<file path="config.mk">
export PLATFORM = sky130hd
export DESIGN_NAME = preemptive_priority_scheduler_flat
export DESIGN_NICKNAME = d
export VERILOG_FILES = /design/src/pps_pkg.sv /design/src/pps_in_if.sv /design/src/pps_out_if.sv /design/src/pps_ram.sv /design/src/pps_datapath.sv /design/src/pps_controller.sv /design/src/preemptive_priority_scheduler.sv /design/src/flat_wrapper.sv
export SDC_FILE = /design/constraint.sdc
export NUM_CORES = 2
export LEC_CHECK = 0
export BUFFER_PORTS_ARGS = -buffer_cell sky130_fd_sc_hd__buf_4
export CORE_ASPECT_RATIO = 0.8
export CORE_MARGIN = 4
export CORE_UTILIZATION = 35
export CTS_BUF_LIST = sky130_fd_sc_hd__clkbuf_16
export DETAILED_ROUTE_END_ITERATION = 10
export GPL_TIMING_DRIVEN = 0
export SLEW_MARGIN = 10
export SYNTH_ARGS = -nofsm -noshare
export SYNTH_HDL_FRONTEND = slang
export SYNTH_HIERARCHICAL = 1
export SYNTH_SLANG_ARGS = --single-unit
</file>
<file path="constraint.sdc">
create_clock -name clk -period 7.6 [get_ports clk]
set_input_delay 1.52 -clock clk [delete_from_list [all_inputs] [get_ports clk]]
set_output_delay 1.52 -clock clk [all_outputs]
set_load 0.02 [all_outputs]
</file>
<file path="src/pps_pkg.sv">
// Shared field widths and controller/datapath command and status types for the scheduler.
`timescale 1ns / 1ps

package pps_pkg;

    localparam int ARR_W  = 16;
    localparam int BUR_W  = 16;
    localparam int PRI_W  = 8;
    localparam int PIDX_W = 4;
    localparam int OUT_W  = 21;
    localparam int ST_W   = ARR_W + BUR_W + PRI_W;

    // Commands from the controller to the datapath
    typedef struct packed {
        logic load_wr;
        logic scan_init;
        logic scan_rd;
        logic decide;
        logic emit_rd;
        logic emit_cap;
        logic set_clear;
    } cmd_t;

    // Status from the datapath to the controller
    typedef struct packed {
        logic scan_last;
        logic sched_done;
        logic out_last;
    } sts_t;

endpackage

</file>
<file path="src/pps_in_if.sv">
// Input channel: one process description per transfer.
`timescale 1ns / 1ps

interface pps_in_if;

    logic                       valid;
    logic                       ready;
    logic [pps_pkg::ARR_W-1:0]  arrival_time;
    logic [pps_pkg::BUR_W-1:0]  burst_time;
    logic [pps_pkg::PRI_W-1:0]  priority_req;
    logic                       last_process;

    modport source (
        output valid,
        output arrival_time,
        output burst_time,
        output priority_req,
        output last_process,
        input  ready
    );

    modport sink (
        input  valid,
        input  arrival_time,
        input  burst_time,
        input  priority_req,
        input  last_process,
        output ready
    );

endinterface

</file>
<file path="src/pps_out_if.sv">
// Output channel: one scheduling result per transfer.
`timescale 1ns / 1ps

interface pps_out_if;

    logic                        valid;
    logic                        ready;
    logic [pps_pkg::PIDX_W-1:0]  process_index;
    logic [pps_pkg::OUT_W-1:0]   finish_time;
    logic [pps_pkg::OUT_W-1:0]   turnaround_time;
    logic [pps_pkg::OUT_W-1:0]   waiting_time;
    logic                        last_result;

    modport source (
        output valid,
        output process_index,
        output finish_time,
        output turnaround_time,
        output waiting_time,
        output last_result,
        input  ready
    );

    modport sink (
        input  valid,
        input  process_index,
        input  finish_time,
        input  turnaround_time,
        input  waiting_time,
        input  last_result,
        output ready
    );

endinterface

</file>
<file path="src/pps_ram.sv">
// Generic simple dual-port RAM with registered read data.
`timescale 1ns / 1ps

module pps_ram #(
    parameter int WIDTH = 8,
    parameter int DEPTH = 16,
    localparam int ADDR_W = (DEPTH > 1) ? $clog2(DEPTH) : 1
) (
    input  logic              clk,
    input  logic              we,
    input  logic [ADDR_W-1:0] waddr,
    input  logic [WIDTH-1:0]  wdata,
    input  logic [ADDR_W-1:0] raddr,
    output logic [WIDTH-1:0]  rdata
);

    logic [WIDTH-1:0] mem_reg [DEPTH];
    logic [WIDTH-1:0] rdata_reg;

    always_ff @(posedge clk)
    begin
        if (we)
        begin
            mem_reg[waddr] <= wdata;
        end
        rdata_reg <= mem_reg[raddr];
    end

    assign rdata = rdata_reg;

endmodule

</file>
<file path="src/pps_datapath.sv">
// Scheduler datapath: process stores, tick counter, priority scan and result arithmetic.
`timescale 1ns / 1ps

module pps_datapath #(
    parameter int MAX_PROCS = 16
) (
    input  logic                       clk,
    input  logic                       rst_n,
    input  pps_pkg::cmd_t              cmd,
    output pps_pkg::sts_t              sts,
    input  logic [pps_pkg::ARR_W-1:0]  arrival_time,
    input  logic [pps_pkg::BUR_W-1:0]  burst_time,
    input  logic [pps_pkg::PRI_W-1:0]  priority_req,
    output logic [pps_pkg::PIDX_W-1:0] process_index,
    output logic [pps_pkg::OUT_W-1:0]  finish_time,
    output logic [pps_pkg::OUT_W-1:0]  turnaround_time,
    output logic [pps_pkg::OUT_W-1:0]  waiting_time,
    output logic                       last_result
);

    localparam int CNT_W  = $clog2(MAX_PROCS + 1);
    localparam int IDX_W  = (MAX_PROCS > 1) ? $clog2(MAX_PROCS) : 1;
    localparam int TICK_W = pps_pkg::ARR_W + CNT_W;
    localparam int ARR_W  = pps_pkg::ARR_W;
    localparam int BUR_W  = pps_pkg::BUR_W;
    localparam int PRI_W  = pps_pkg::PRI_W;
    localparam int OUT_W  = pps_pkg::OUT_W;
    localparam int ST_W   = pps_pkg::ST_W;

    // Control state
    logic [CNT_W-1:0]  loaded_count_reg, loaded_count_next;
    logic [CNT_W-1:0]  finished_count_reg, finished_count_next;
    logic [TICK_W-1:0] tick_reg, tick_next;
    logic [CNT_W-1:0]  ptr_reg, ptr_next;
    logic              found_reg, found_next;
    logic              rd_valid_reg;

    // Scan and result payload
    logic [IDX_W-1:0]  rd_idx_reg;
    logic [IDX_W-1:0]  pick_reg, pick_next;
    logic [PRI_W-1:0]  best_pri_reg, best_pri_next;
    logic [BUR_W-1:0]  best_rem_reg, best_rem_next;
    logic [ARR_W-1:0]  next_arr_reg, next_arr_next;
    logic [pps_pkg::PIDX_W-1:0] process_index_reg;
    logic [OUT_W-1:0]  finish_time_reg;
    logic [OUT_W-1:0]  turnaround_time_reg;
    logic [OUT_W-1:0]  waiting_time_reg;
    logic              last_result_reg;

    // Memory ports
    logic              st_we;
    logic [ST_W-1:0]   st_wdata, st_rdata;
    logic              rem_we;
    logic [IDX_W-1:0]  rem_waddr;
    logic [BUR_W-1:0]  rem_wdata, rem_rdata;
    logic              fin_we;
    logic [TICK_W-1:0] fin_wdata, fin_rdata;

    logic              full;
    logic [BUR_W-1:0]  burst_fixed;
    logic [ARR_W-1:0]  entry_arr;
    logic [BUR_W-1:0]  entry_bur;
    logic [PRI_W-1:0]  entry_pri;
    logic              entry_arrived;
    logic              pick_finishes;
    logic [TICK_W-1:0] tat_full, wt_full;

    assign full          = (loaded_count_reg == CNT_W'(MAX_PROCS));
    assign burst_fixed   = (burst_time == '0) ? BUR_W'(1) : burst_time;
    assign entry_arr     = st_rdata[ST_W-1 -: ARR_W];
    assign entry_bur     = st_rdata[PRI_W +: BUR_W];
    assign entry_pri     = st_rdata[PRI_W-1:0];
    assign entry_arrived = (TICK_W'(entry_arr) <= tick_reg);
    assign pick_finishes = found_reg && (best_rem_reg == BUR_W'(1));

    assign st_we    = cmd.load_wr && !full;
    assign st_wdata = {arrival_time, burst_fixed, priority_req};

    assign rem_we    = (cmd.load_wr && !full) || (cmd.decide && found_reg);
    assign rem_waddr = cmd.load_wr ? loaded_count_reg[IDX_W-1:0] : pick_reg;
    assign rem_wdata = cmd.load_wr ? burst_fixed : best_rem_reg - BUR_W'(1);

    assign fin_we    = cmd.decide && pick_finishes;
    assign fin_wdata = tick_reg + TICK_W'(1);

    pps_ram #(.WIDTH(ST_W), .DEPTH(MAX_PROCS)) u_static_ram (
        .clk   (clk),
        .we    (st_we),
        .waddr (loaded_count_reg[IDX_W-1:0]),
        .wdata (st_wdata),
        .raddr (ptr_reg[IDX_W-1:0]),
        .rdata (st_rdata)
    );

    pps_ram #(.WIDTH(BUR_W), .DEPTH(MAX_PROCS)) u_remaining_ram (
        .clk   (clk),
        .we    (rem_we),
        .waddr (rem_waddr),
        .wdata (rem_wdata),
        .raddr (ptr_reg[IDX_W-1:0]),
        .rdata (rem_rdata)
    );

    pps_ram #(.WIDTH(TICK_W), .DEPTH(MAX_PROCS)) u_finish_ram (
        .clk   (clk),
        .we    (fin_we),
        .waddr (pick_reg),
        .wdata (fin_wdata),
        .raddr (ptr_reg[IDX_W-1:0]),
        .rdata (fin_rdata)
    );

    // Counters and tick
    always_comb
    begin
        loaded_count_next   = loaded_count_reg;
        finished_count_next = finished_count_reg;
        tick_next           = tick_reg;
        ptr_next            = ptr_reg;

        if (cmd.set_clear)
        begin
            loaded_count_next = '0;
        end
        else if (cmd.load_wr && !full)
        begin
            loaded_count_next = loaded_count_reg + CNT_W'(1);
        end

        if (cmd.scan_init)
        begin
            finished_count_next = '0;
            tick_next           = '0;
            ptr_next            = '0;
        end
        else if (cmd.decide)
        begin
            if (found_reg)
            begin
                tick_next = tick_reg + TICK_W'(1);
            end
            else
            begin
                tick_next = TICK_W'(next_arr_reg);
            end
            if (pick_finishes)
            begin
                finished_count_next = finished_count_reg + CNT_W'(1);
            end
        end
        else if (cmd.scan_rd)
        begin
            ptr_next = sts.scan_last ? '0 : ptr_reg + CNT_W'(1);
        end
        else if (cmd.emit_rd)
        begin
            ptr_next = ptr_reg + CNT_W'(1);
        end
    end

    // Priority scan over the entries read back one per cycle
    always_comb
    begin
        found_next    = found_reg;
        pick_next     = pick_reg;
        best_pri_next = best_pri_reg;
        best_rem_next = best_rem_reg;
        next_arr_next = next_arr_reg;

        if (cmd.scan_init || cmd.decide)
        begin
            found_next    = 1'b0;
            next_arr_next = '1;
        end
        else if (rd_valid_reg && (rem_rdata != '0))
        begin
            if (entry_arrived)
            begin
                if (!found_reg || (entry_pri > best_pri_reg))
                begin
                    found_next    = 1'b1;
                    pick_next     = rd_idx_reg;
                    best_pri_next = entry_pri;
                    best_rem_next = rem_rdata;
                end
            end
            else if (entry_arr < next_arr_reg)
            begin
                next_arr_next = entry_arr;
            end
        end
    end

    assign tat_full = fin_rdata - TICK_W'(entry_arr);
    assign wt_full  = tat_full - TICK_W'(entry_bur);

    always_ff @(posedge clk or negedge rst_n)
    begin
        if (!rst_n)
        begin
            loaded_count_reg   <= '0;
            finished_count_reg <= '0;
            tick_reg           <= '0;
            ptr_reg            <= '0;
            found_reg          <= 1'b0;
            rd_valid_reg       <= 1'b0;
        end
        else
        begin
            loaded_count_reg   <= loaded_count_next;
            finished_count_reg <= finished_count_next;
            tick_reg           <= tick_next;
            ptr_reg            <= ptr_next;
            found_reg          <= found_next;
            rd_valid_reg       <= cmd.scan_rd;
        end
    end

    always_ff @(posedge clk)
    begin
        rd_idx_reg   <= ptr_reg[IDX_W-1:0];
        pick_reg     <= pick_next;
        best_pri_reg <= best_pri_next;
        best_rem_reg <= best_rem_next;
        next_arr_reg <= next_arr_next;
        if (cmd.emit_cap)
        begin
            process_index_reg   <= pps_pkg::PIDX_W'(rd_idx_reg);
            finish_time_reg     <= OUT_W'(fin_rdata);
            turnaround_time_reg <= OUT_W'(tat_full);
            waiting_time_reg    <= OUT_W'(wt_full);
            last_result_reg     <= (CNT_W'(rd_idx_reg) + CNT_W'(1) == loaded_count_reg);
        end
    end

    assign sts.scan_last  = (ptr_reg + CNT_W'(1) == loaded_count_reg);
    assign sts.sched_done = pick_finishes &&
                            (finished_count_reg + CNT_W'(1) == loaded_count_reg);
    assign sts.out_last   = last_result_reg;

    assign process_index   = process_index_reg;
    assign finish_time     = finish_time_reg;
    assign turnaround_time = turnaround_time_reg;
    assign waiting_time    = waiting_time_reg;
    assign last_result     = last_result_reg;

endmodule

</file>
<file path="src/pps_controller.sv">
// Scheduler controller: sequences load, scan, tick update and result emission.
`timescale 1ns / 1ps

module pps_controller (
    input  logic          clk,
    input  logic          rst_n,
    input  logic          in_valid,
    input  logic          in_last,
    output logic          in_ready,
    output logic          out_valid,
    input  logic          out_ready,
    output pps_pkg::cmd_t cmd,
    input  pps_pkg::sts_t sts
);

    typedef enum logic [6:0] {
        S_LOAD      = 7'b0000001,
        S_SCAN      = 7'b0000010,
        S_SCAN_TAIL = 7'b0000100,
        S_DECIDE    = 7'b0001000,
        S_EMIT_RD   = 7'b0010000,
        S_EMIT_CAP  = 7'b0100000,
        S_EMIT_HOLD = 7'b1000000
    } state_t;

    state_t state_reg, state_next;

    always_comb
    begin
        state_next = state_reg;
        cmd        = '0;
        in_ready   = 1'b0;
        out_valid  = 1'b0;

        unique case (state_reg)
            S_LOAD:
            begin
                in_ready = 1'b1;
                if (in_valid)
                begin
                    cmd.load_wr = 1'b1;
                    if (in_last)
                    begin
                        cmd.scan_init = 1'b1;
                        state_next    = S_SCAN;
                    end
                end
            end
            S_SCAN:
            begin
                cmd.scan_rd = 1'b1;
                if (sts.scan_last)
                begin
                    state_next = S_SCAN_TAIL;
                end
            end
            S_SCAN_TAIL:
            begin
                state_next = S_DECIDE;
            end
            S_DECIDE:
            begin
                cmd.decide = 1'b1;
                state_next = sts.sched_done ? S_EMIT_RD : S_SCAN;
            end
            S_EMIT_RD:
            begin
                cmd.emit_rd = 1'b1;
                state_next  = S_EMIT_CAP;
            end
            S_EMIT_CAP:
            begin
                cmd.emit_cap = 1'b1;
                state_next   = S_EMIT_HOLD;
            end
            S_EMIT_HOLD:
            begin
                out_valid = 1'b1;
                if (out_ready)
                begin
                    if (sts.out_last)
                    begin
                        cmd.set_clear = 1'b1;
                        state_next    = S_LOAD;
                    end
                    else
                    begin
                        state_next = S_EMIT_RD;
                    end
                end
            end
            default:
            begin
                state_next = S_LOAD;
            end
        endcase
    end

    always_ff @(posedge clk or negedge rst_n)
    begin
        if (!rst_n)
        begin
            state_reg <= S_LOAD;
        end
        else
        begin
            state_reg <= state_next;
        end
    end

endmodule

</file>
<file path="src/preemptive_priority_scheduler.sv">
// Top level of the preemptive priority scheduler.
`timescale 1ns / 1ps

// Loads up to MAX_PROCS process descriptions (arrival tick, burst, priority), one per
// input transfer; the transfer with last_process set closes the set and starts the
// run (loads beyond MAX_PROCS are dropped, a zero burst counts as one).
// The run steps through time: on each tick the arrived, unfinished process with the
// largest priority value gets one unit of service, ties going to the lower index, and
// a tick with nothing ready jumps straight to the next arrival. Every tick is a full
// pass over the stored entries through the one read port of each store RAM. Then one
// result per process is sent in load order (finish tick, turnaround, waiting), the
// next one being read only after the last is taken; the input stays stalled from
// the closing transfer until the final result, flagged by last_result, is taken.
// No input is accepted during the run or the result phase.
module preemptive_priority_scheduler #(
    parameter int MAX_PROCS = 16
) (
    input  logic       clk,
    input  logic       rst_n,
    pps_in_if.sink     in_ch,
    pps_out_if.source  out_ch
);

    pps_pkg::cmd_t cmd;
    pps_pkg::sts_t sts;

    // Sequencing of load, scan, tick update and result transfer
    pps_controller u_controller (
        .clk       (clk),
        .rst_n     (rst_n),
        .in_valid  (in_ch.valid),
        .in_last   (in_ch.last_process),
        .in_ready  (in_ch.ready),
        .out_valid (out_ch.valid),
        .out_ready (out_ch.ready),
        .cmd       (cmd),
        .sts       (sts)
    );

    // Stores, tick counter, scan compare and result registers
    pps_datapath #(.MAX_PROCS(MAX_PROCS)) u_datapath (
        .clk             (clk),
        .rst_n           (rst_n),
        .cmd             (cmd),
        .sts             (sts),
        .arrival_time    (in_ch.arrival_time),
        .burst_time      (in_ch.burst_time),
        .priority_req    (in_ch.priority_req),
        .process_index   (out_ch.process_index),
        .finish_time     (out_ch.finish_time),
        .turnaround_time (out_ch.turnaround_time),
        .waiting_time    (out_ch.waiting_time),
        .last_result     (out_ch.last_result)
    );

endmodule
</file>
<file path="src/flat_wrapper.sv">
// flat-port wrapper written by rule: the top's interface ports become plain ports
module preemptive_priority_scheduler_flat 
#(
    parameter int MAX_PROCS = 16
)
  (clk, rst_n, in_ch_valid, in_ch_arrival_time, in_ch_burst_time, in_ch_priority_req, in_ch_last_process, in_ch_ready, out_ch_valid, out_ch_process_index, out_ch_finish_time, out_ch_turnaround_time, out_ch_waiting_time, out_ch_last_result, out_ch_ready);
  pps_in_if in_ch_i ();
  pps_out_if out_ch_i ();
  input  logic clk;
  input  logic rst_n;
  input wire logic [$bits(in_ch_i.valid)-1:0] in_ch_valid;
  input wire logic [$bits(in_ch_i.arrival_time)-1:0] in_ch_arrival_time;
  input wire logic [$bits(in_ch_i.burst_time)-1:0] in_ch_burst_time;
  input wire logic [$bits(in_ch_i.priority_req)-1:0] in_ch_priority_req;
  input wire logic [$bits(in_ch_i.last_process)-1:0] in_ch_last_process;
  output wire logic [$bits(in_ch_i.ready)-1:0] in_ch_ready;
  output wire logic [$bits(out_ch_i.valid)-1:0] out_ch_valid;
  output wire logic [$bits(out_ch_i.process_index)-1:0] out_ch_process_index;
  output wire logic [$bits(out_ch_i.finish_time)-1:0] out_ch_finish_time;
  output wire logic [$bits(out_ch_i.turnaround_time)-1:0] out_ch_turnaround_time;
  output wire logic [$bits(out_ch_i.waiting_time)-1:0] out_ch_waiting_time;
  output wire logic [$bits(out_ch_i.last_result)-1:0] out_ch_last_result;
  input wire logic [$bits(out_ch_i.ready)-1:0] out_ch_ready;
  assign in_ch_i.valid = in_ch_valid;
  assign in_ch_i.arrival_time = in_ch_arrival_time;
  assign in_ch_i.burst_time = in_ch_burst_time;
  assign in_ch_i.priority_req = in_ch_priority_req;
  assign in_ch_i.last_process = in_ch_last_process;
  assign in_ch_ready = in_ch_i.ready;
  assign out_ch_valid = out_ch_i.valid;
  assign out_ch_process_index = out_ch_i.process_index;
  assign out_ch_finish_time = out_ch_i.finish_time;
  assign out_ch_turnaround_time = out_ch_i.turnaround_time;
  assign out_ch_waiting_time = out_ch_i.waiting_time;
  assign out_ch_last_result = out_ch_i.last_result;
  assign out_ch_i.ready = out_ch_ready;
  preemptive_priority_scheduler #(.MAX_PROCS(MAX_PROCS)) u_core (.clk(clk), .rst_n(rst_n), .in_ch(in_ch_i), .out_ch(out_ch_i));
endmodule
</file>
-- Yosys cells after proc, flatten, opt, wreduce, memory -nomap -nowiden
Memories as Yosys holds them, arrays and structs flattened. A register that Yosys moved wholly into a read port is not among the register bits.
Cells that the tools add are included.
- add/subtract/negate cells: 8
- multipliers: 0
- divide/modulo/power cells: 0
- order comparisons: 3
- eq/ne operators: 17
- shift operators: 0
- muxes and demuxes: 45
- bitwise gates (word level): 2
- reductions and logical operators: 26
- operators with widths (operator ; number):
    21-bit two-way mux ; 3
    5-bit two-way mux ; 12
    7-bit case mux with 7 select lines ; 1
    21-bit by 16-bit subtractor with 21-bit output ; 2
    16-bit two-way mux ; 2
    7-bit two-way mux ; 4
    21-bit by 1-bit adder with 21-bit output (second input constant) ; 1
    16-bit by 21-bit less-or-equal comparator with 1-bit output ; 1
    1-bit two-way mux ; 20
    16-bit by 1-bit equality test with 1-bit output (second input constant) ; 1
    16-bit zero test ; 1
    16-bit less-than comparator ; 1
    16-bit nonzero test ; 1
    16-bit by 1-bit subtractor with 16-bit output (second input constant) ; 1
    5-bit by 1-bit adder with 5-bit output (second input constant) ; 3
    5-bit equality test ; 3
    2-bit nonzero test ; 6
    8-bit greater-than comparator ; 1
    2-bit inequality test (second input constant) ; 4
    4-bit AND reduction ; 2
    7-bit by 1-bit equality test with 1-bit output (second input constant) ; 1
    7-bit by 2-bit equality test with 1-bit output (second input constant) ; 1
    7-bit by 3-bit equality test with 1-bit output (second input constant) ; 1
    7-bit by 4-bit equality test with 1-bit output (second input constant) ; 1
    other kinds (15) ; 27
- flip-flop bits (word level): 161
- bits in latches: 0
- bits in writable memories: 1232
- bits in read-only memories: 0
- input bits: 45
- output and inout bits: 70
- logic and storage cells: 121
- memories kept: 3
- memories (name ; words ; width ; read ports ; clocked after Yosys merged registers in ; write ports ; RTL line ; source):
    u_core.u_datapath.u_static_ram.mem_reg ; 16 ; 40 ; 1 ; 1 ; 1 ; pps_ram.sv:17 ; logic [WIDTH-1:0] mem_reg [DEPTH];
    u_core.u_datapath.u_finish_ram.mem_reg ; 16 ; 21 ; 1 ; 1 ; 1 ; pps_ram.sv:17 ;
    u_core.u_datapath.u_remaining_ram.mem_reg ; 16 ; 16 ; 1 ; 1 ; 1 ; pps_ram.sv:17 ;

-- Depth between registers and ports, before layout
- word-level depth: 7
- depth in mapped cells: 18
- mapped depth without buffers: 18

-- Modules after synthesis
Netlist, hierarchy kept.
- modules (own cells, without submodules) (module ; instances ; cells an instance ; area each (µm²) ; sequential area each (µm²)):
    pps_ram (u_core.u_datapath.u_static_ram) ; 1 ; 1040 ; 25131.6 ; 20019.2
    pps_ram (u_core.u_datapath.u_finish_ram) ; 1 ; 557 ; 13277.7 ; 10510.1
    pps_ram (u_core.u_datapath.u_remaining_ram) ; 1 ; 432 ; 10043.4 ; 8007.7
    pps_datapath ; 1 ; 989 ; 9625.5 ; 4234.1
    pps_controller ; 1 ; 59 ; 543.0 ; 176.4

-- Least setup slack after synthesis
No wires, ideal clock.
- kind: in2reg
- from: in in_ch_valid
- to: mem u_core/u_datapath/u_static_ram/mem_reg[0][0] (netlist bit), enable pin
- setup time: 0.487 ns
- data arrival time: 5.528 ns
- data required time: 7.113 ns
- setup slack: 1.585 ns
- cell stages on the path: 5
- buffers on the path: 1
- cells stage by stage: and2_2 clkbuf_1 o31a_1 or3b_2 nor3_1
- longest elaborated chain between the ends: 5
- RTL lines (what ; RTL line ; source):
    start, declared ; flat_wrapper.sv:11 ; input wire logic [$bits(in_ch_i.valid)-1:0] in_ch_valid;
    2-bit two-way mux ; pps_controller.sv:39 ; if (in_valid)
    2-bit two-way mux ; pps_controller.sv:35 ; unique case (state_reg)
    1-bit logical AND ; pps_datapath.sv:76 ; assign st_we = cmd.load_wr && !full;
    net u_core.u_datapath.st_we ; pps_datapath.sv:51 ; logic st_we;
    1-bit two-way mux ; pps_ram.sv:22 ; if (we)
    1-bit two-way mux (implied by the code) ; pps_ram.sv:24 ; mem_reg[waddr] <= wdata;
    end, declared ; pps_ram.sv:17 ;
The timed path passes the listed nets, and every way through them passes these cells.

-- Final worst setup path
- from: reg u_core.u_datapath.u_static_ram.rdata_reg[24] (netlist: u_core/u_datapath/u_static_ram/rdata[24]) (read register of u_core.u_datapath.u_static_ram.mem_reg)
- to: reg u_core.u_datapath.waiting_time_reg[20] (netlist: u_core/u_datapath/waiting_time[20]) (data pin)
- longest elaborated chain between the ends: 2
- RTL lines (what ; RTL line ; source):
    start, declared ; pps_ram.sv:18 ; logic [WIDTH-1:0] rdata_reg;
    21-bit by 16-bit subtractor with 21-bit output ; pps_datapath.sv:194 ; assign tat_full = fin_rdata - TICK_W'(entry_arr);
    net u_core.u_datapath.tat_full[12] ; pps_datapath.sv:66 ; logic [TICK_W-1:0] tat_full, wt_full;
    21-bit by 16-bit subtractor with 21-bit output ; pps_datapath.sv:195 ; assign wt_full = tat_full - TICK_W'(entry_bur);
    net u_core.u_datapath.wt_full[20] ; pps_datapath.sv:66 ;
    end signal, assigned ; pps_datapath.sv:231 ; waiting_time_reg <= OUT_W'(wt_full);
    end, declared ; pps_datapath.sv:47 ; logic [OUT_W-1:0] waiting_time_reg;
The timed path passes the listed nets, and every way through them passes these cells.
A chain may end at the register's enable or synchronous reset.

==> flow_metrics.tcl <==
set metrics [dict create \
    power.leakage_nw 23.12 \
    fin_crit_sh_pct 71.91 \
    largest_register_ff_count 640 \
    drtPass1Iterations 8 \
    rsz0062_at_grt "false" \
    htree_levels 4 \
    arrival_ns 6.00 \
    vias 30650 \
    wl_met3_mm 10.41 \
    clockRootBuffer "clkbuf_16" \
    hold_viol_final 0 \
    die-area_um2 174100 \
    grt_pass1_vias 30340 \
    area_growth_pct 17.43 \
    synth_seq_area_share_pct 73.26 \
    io_pins 115 \
    power_mw 25.97 \
    placedCellCount 5535 \
    antenna_found_initial 8 \
    critical_path.cell_chain "ha_1, fa_1, nor2b_1, o31ai_1, a21oi_1, o21a_1, o21ai_0, a21oi_1, xor2_1, ha_1, a21o_1, a21o_1, a211oi_1, nor3b_1, a21bo_2, or4b_1, xnor2_1" \
    gp_congestion 0.8072 \
    status "finished, final reports clean" \
    slowest_delay_ns 0.91 \
    wl_per_cell_um 25.10 \
    wl_met2_mm 66.43 \
    crit_slowest_cell "o31ai_1" \
    drt-met1-wl_mm 66.21 \
    coreArea_um2 166700 \
    cts_tree "yes" \
    power_per_cell_area_nw_per_um2 377.3 \
    peakVddDrop_mv 0.2750 \
    start_kind "flop" \
    fin_crit_ns 5.465 \
    async_flop_share_pct 3.061 \
    synth-seq-cells 1470 \
    netlist_instances 3077 \
    top_layer "met5" \
    clock-sinks 1470 \
    track_usage_pct 16.59 \
    place_hpwl_mm 99.64 \
    floorplan.initialDensity_pct 35.18 \
    clkTransAtPathRegs_ns 0.06 \
    synth_nets 3203 \
    ys_types 87 \
    tightest_slew_ns 1.264 \
    fp.dieW_um 465.6 \
    path_buf_inv 0 \
    crit_family "compound AO/OA/AOI/OAI gates" \
    final_cells 5805 \
    holdWs_ns 0.4358 \
    cp-end-kind "flop" \
    crit_path_max_fanout 4 \
    max_freq_mhz 183.0 \
    critPathKind "flop to flop" \
    die_height_um 374.1 \
    final_antenna_net_count 0 \
    grt_max_degree 56 \
    overflow 0 \
    synth_area_per_cell_um2 19.05 \
    synth_edf_count 1328 \
    yosys_warnings 6 \
    vias_per_cell 5.280 \
    worstPathRequired_ns 8.14 \
    clk_path_buf_depth 3 \
    cts_setup_buffers 0 \
    drt_iter0_markers 3584 \
    setup_viol 0 \
    num-fill-cells 14620 \
    fin_nets 3564 \
    max-slew-margin-rel_pct 15.46 \
    numCtsBuffers 145 \
    clk_latency_ns 0.80 \
    fin_skew_ns 0.04838 \
    drive_above_1_share_pct 21.21 \
    finalMaxSlewViolations 0 \
    hold_path_class "flop to flop" \
    routed_wl_mm 145.7 \
    drcViolationCount 0 \
    postSynth.topFlopCell "edfxtp_1" \
    cts_hold_buffers 0 \
    synth_area_um2 58620 \
    grt_pass1_wl_mm 212.7 \
    io_buffers 114 \
    post-route-util_pct 41.31 \
    num_rows 134 \
    max-cap-violations 0 \
    cts_resized 0 \
]
cell type report:
type | count | area, µm² | share of cell area [%]
flip-flops and latches | 1470 | 42950 | 62.39
multi-input cells | 1366 | 14790 | 21.49
clock buffers | 146 | 3654 | 5.307
well taps | 2244 | 2808 | 4.079
repair buffers | 214 | 2307 | 3.352
clock inverters | 122 | 1040 | 1.510
plain buffers | 150 | 939.7 | 1.365
inverters | 91 | 344.1 | 0.4998
diodes | 2 | 5.005 | 0.007270
layout by cell type (no fill, tap or decap), types with 23 or more instances in the layout:
master,n
mux4_1,107
clkinv_1,26
buf_4,163
clkbuf_16,146
buf_12,33
nand2b_1,23
dfxtp_1,97
a21oi_1,40
clkbuf_1,86
nor2_4,24
nand2_1,144
nand3_1,59
nor2_1,80
ha_1,79
a22oi_1,165
xnor2_1,37
xor2_1,36
o21ai_0,65
buf_2,26
edfxtp_1,1328
mux4_2,201
dfrtp_1,44
inv_1,138
worst register-to-register path, cell delays in order, from the launching register on:
cell and delay (ns):
dfxtp_1 0.50, ha_1 0.26, fa_1 0.22, nor2b_1 0.08, o31ai_1 0.91, a21oi_1 0.22, o21a_1 0.25, o21ai_0 0.22
a21oi_1 0.11, xor2_1 0.33, ha_1 0.35, a21o_1 0.19, a21o_1 0.22, a211oi_1 0.28, nor3b_1 0.14, a21bo_2 0.24
or4b_1 0.55, xnor2_1 0.15
worst paths after layout:
check,start,endpoint,slack [ns],cells past startpoint
max,u_core/u_datapath/u_static_ram/rdata[24],u_core/u_datapath/waiting_time[20],2.14,17
min,u_core/u_datapath/u_static_ram/rdata[6],u_core/u_datapath/best_pri_reg[6],0.44,0
max reg2reg,u_core/u_datapath/u_static_ram/rdata[24],u_core/u_datapath/waiting_time[20],2.14,17
min reg2reg,u_core/u_datapath/u_static_ram/rdata[6],u_core/u_datapath/best_pri_reg[6],0.44,0
max in group asynchronous,rst_n,u_core/u_datapath/loaded_count_reg[1],6.36,1
min in group asynchronous,rst_n,u_core/u_controller/state_reg[1],0.76,1
metal layers:
metal  vias to the layer above  track usage [%]
li1                      13290                -
met3                       190            2.910
met4                         4            3.923
met1                     16000            24.86
met2                      1166            25.23
met5                         -                0
report_power, final:
group	leakage, nW	internal, mW	switching [mW]	total (mW)
Combinational	7.19	3.52	5.00	8.52
Sequential	13.5	9.91	0.499	10.4
Clock	2.46	3.89	3.15	7.04
Total	23.1	17.3	8.64	26.0
cell families (layout without fill, tap and decap cells):
| group | count (synthesis) | count (layout) | synth area share [%] |
|---|---|---|---|
| DFF | 1470 | 1470 | 73.26 |
| and+or+nand+nor | 488 | 488 | 4.122 |
| AOI/OAI and AO/OA | 386 | 386 | 4.525 |
| muxes | 321 | 321 | 12.76 |
| buffers and inverters | 241 | 723 | 2.186 |
| xor gates and xnor gates | 90 | 90 | 1.396 |
| adders and majority gates | 81 | 81 | 1.754 |
| other | 0 | 2 | 0 |
cell usage after synthesis, types with 26 or more instances:
| library cell | n | area share, % |
|---|---|---|
| xnor2_1 | 52 | 0.78 |
| nor3_1 | 31 | 0.26 |
| mux4_1 | 107 | 4.8 |
| inv_1 | 91 | 0.58 |
| buf_2 | 26 | 0.22 |
| ha_1 | 79 | 1.7 |
| nand2_1 | 144 | 0.92 |
| mux4_2 | 201 | 7.7 |
| edfxtp_1 | 1328 | 68 |
| dfrtp_1 | 44 | 1.9 |
| nand3_1 | 59 | 0.50 |
| dfxtp_1 | 97 | 3.3 |
| a21oi_1 | 41 | 0.35 |
| clkbuf_1 | 86 | 0.55 |
| o21ai_0 | 79 | 0.67 |
| a22oi_1 | 165 | 2.1 |
| xor2_1 | 36 | 0.54 |
| nor2_1 | 116 | 0.74 |
through the flow:
| step | worst slack, ns | cell area, µm² | TNS (ns) |
|---|---|---|---|
| floorplan | 1.585 | 58620 | 0 |
| global placement | -2.500 | 62280 | -387.60 |
| detailed placement | 2.322 | 64050 | 0 |
| CTS | 2.276 | 68740 | 0 |
| global route | 1.925 | 68830 | 0 |
| finish | 2.135 | 68840 | 0 |
Power figures use the tool's default switching activity.
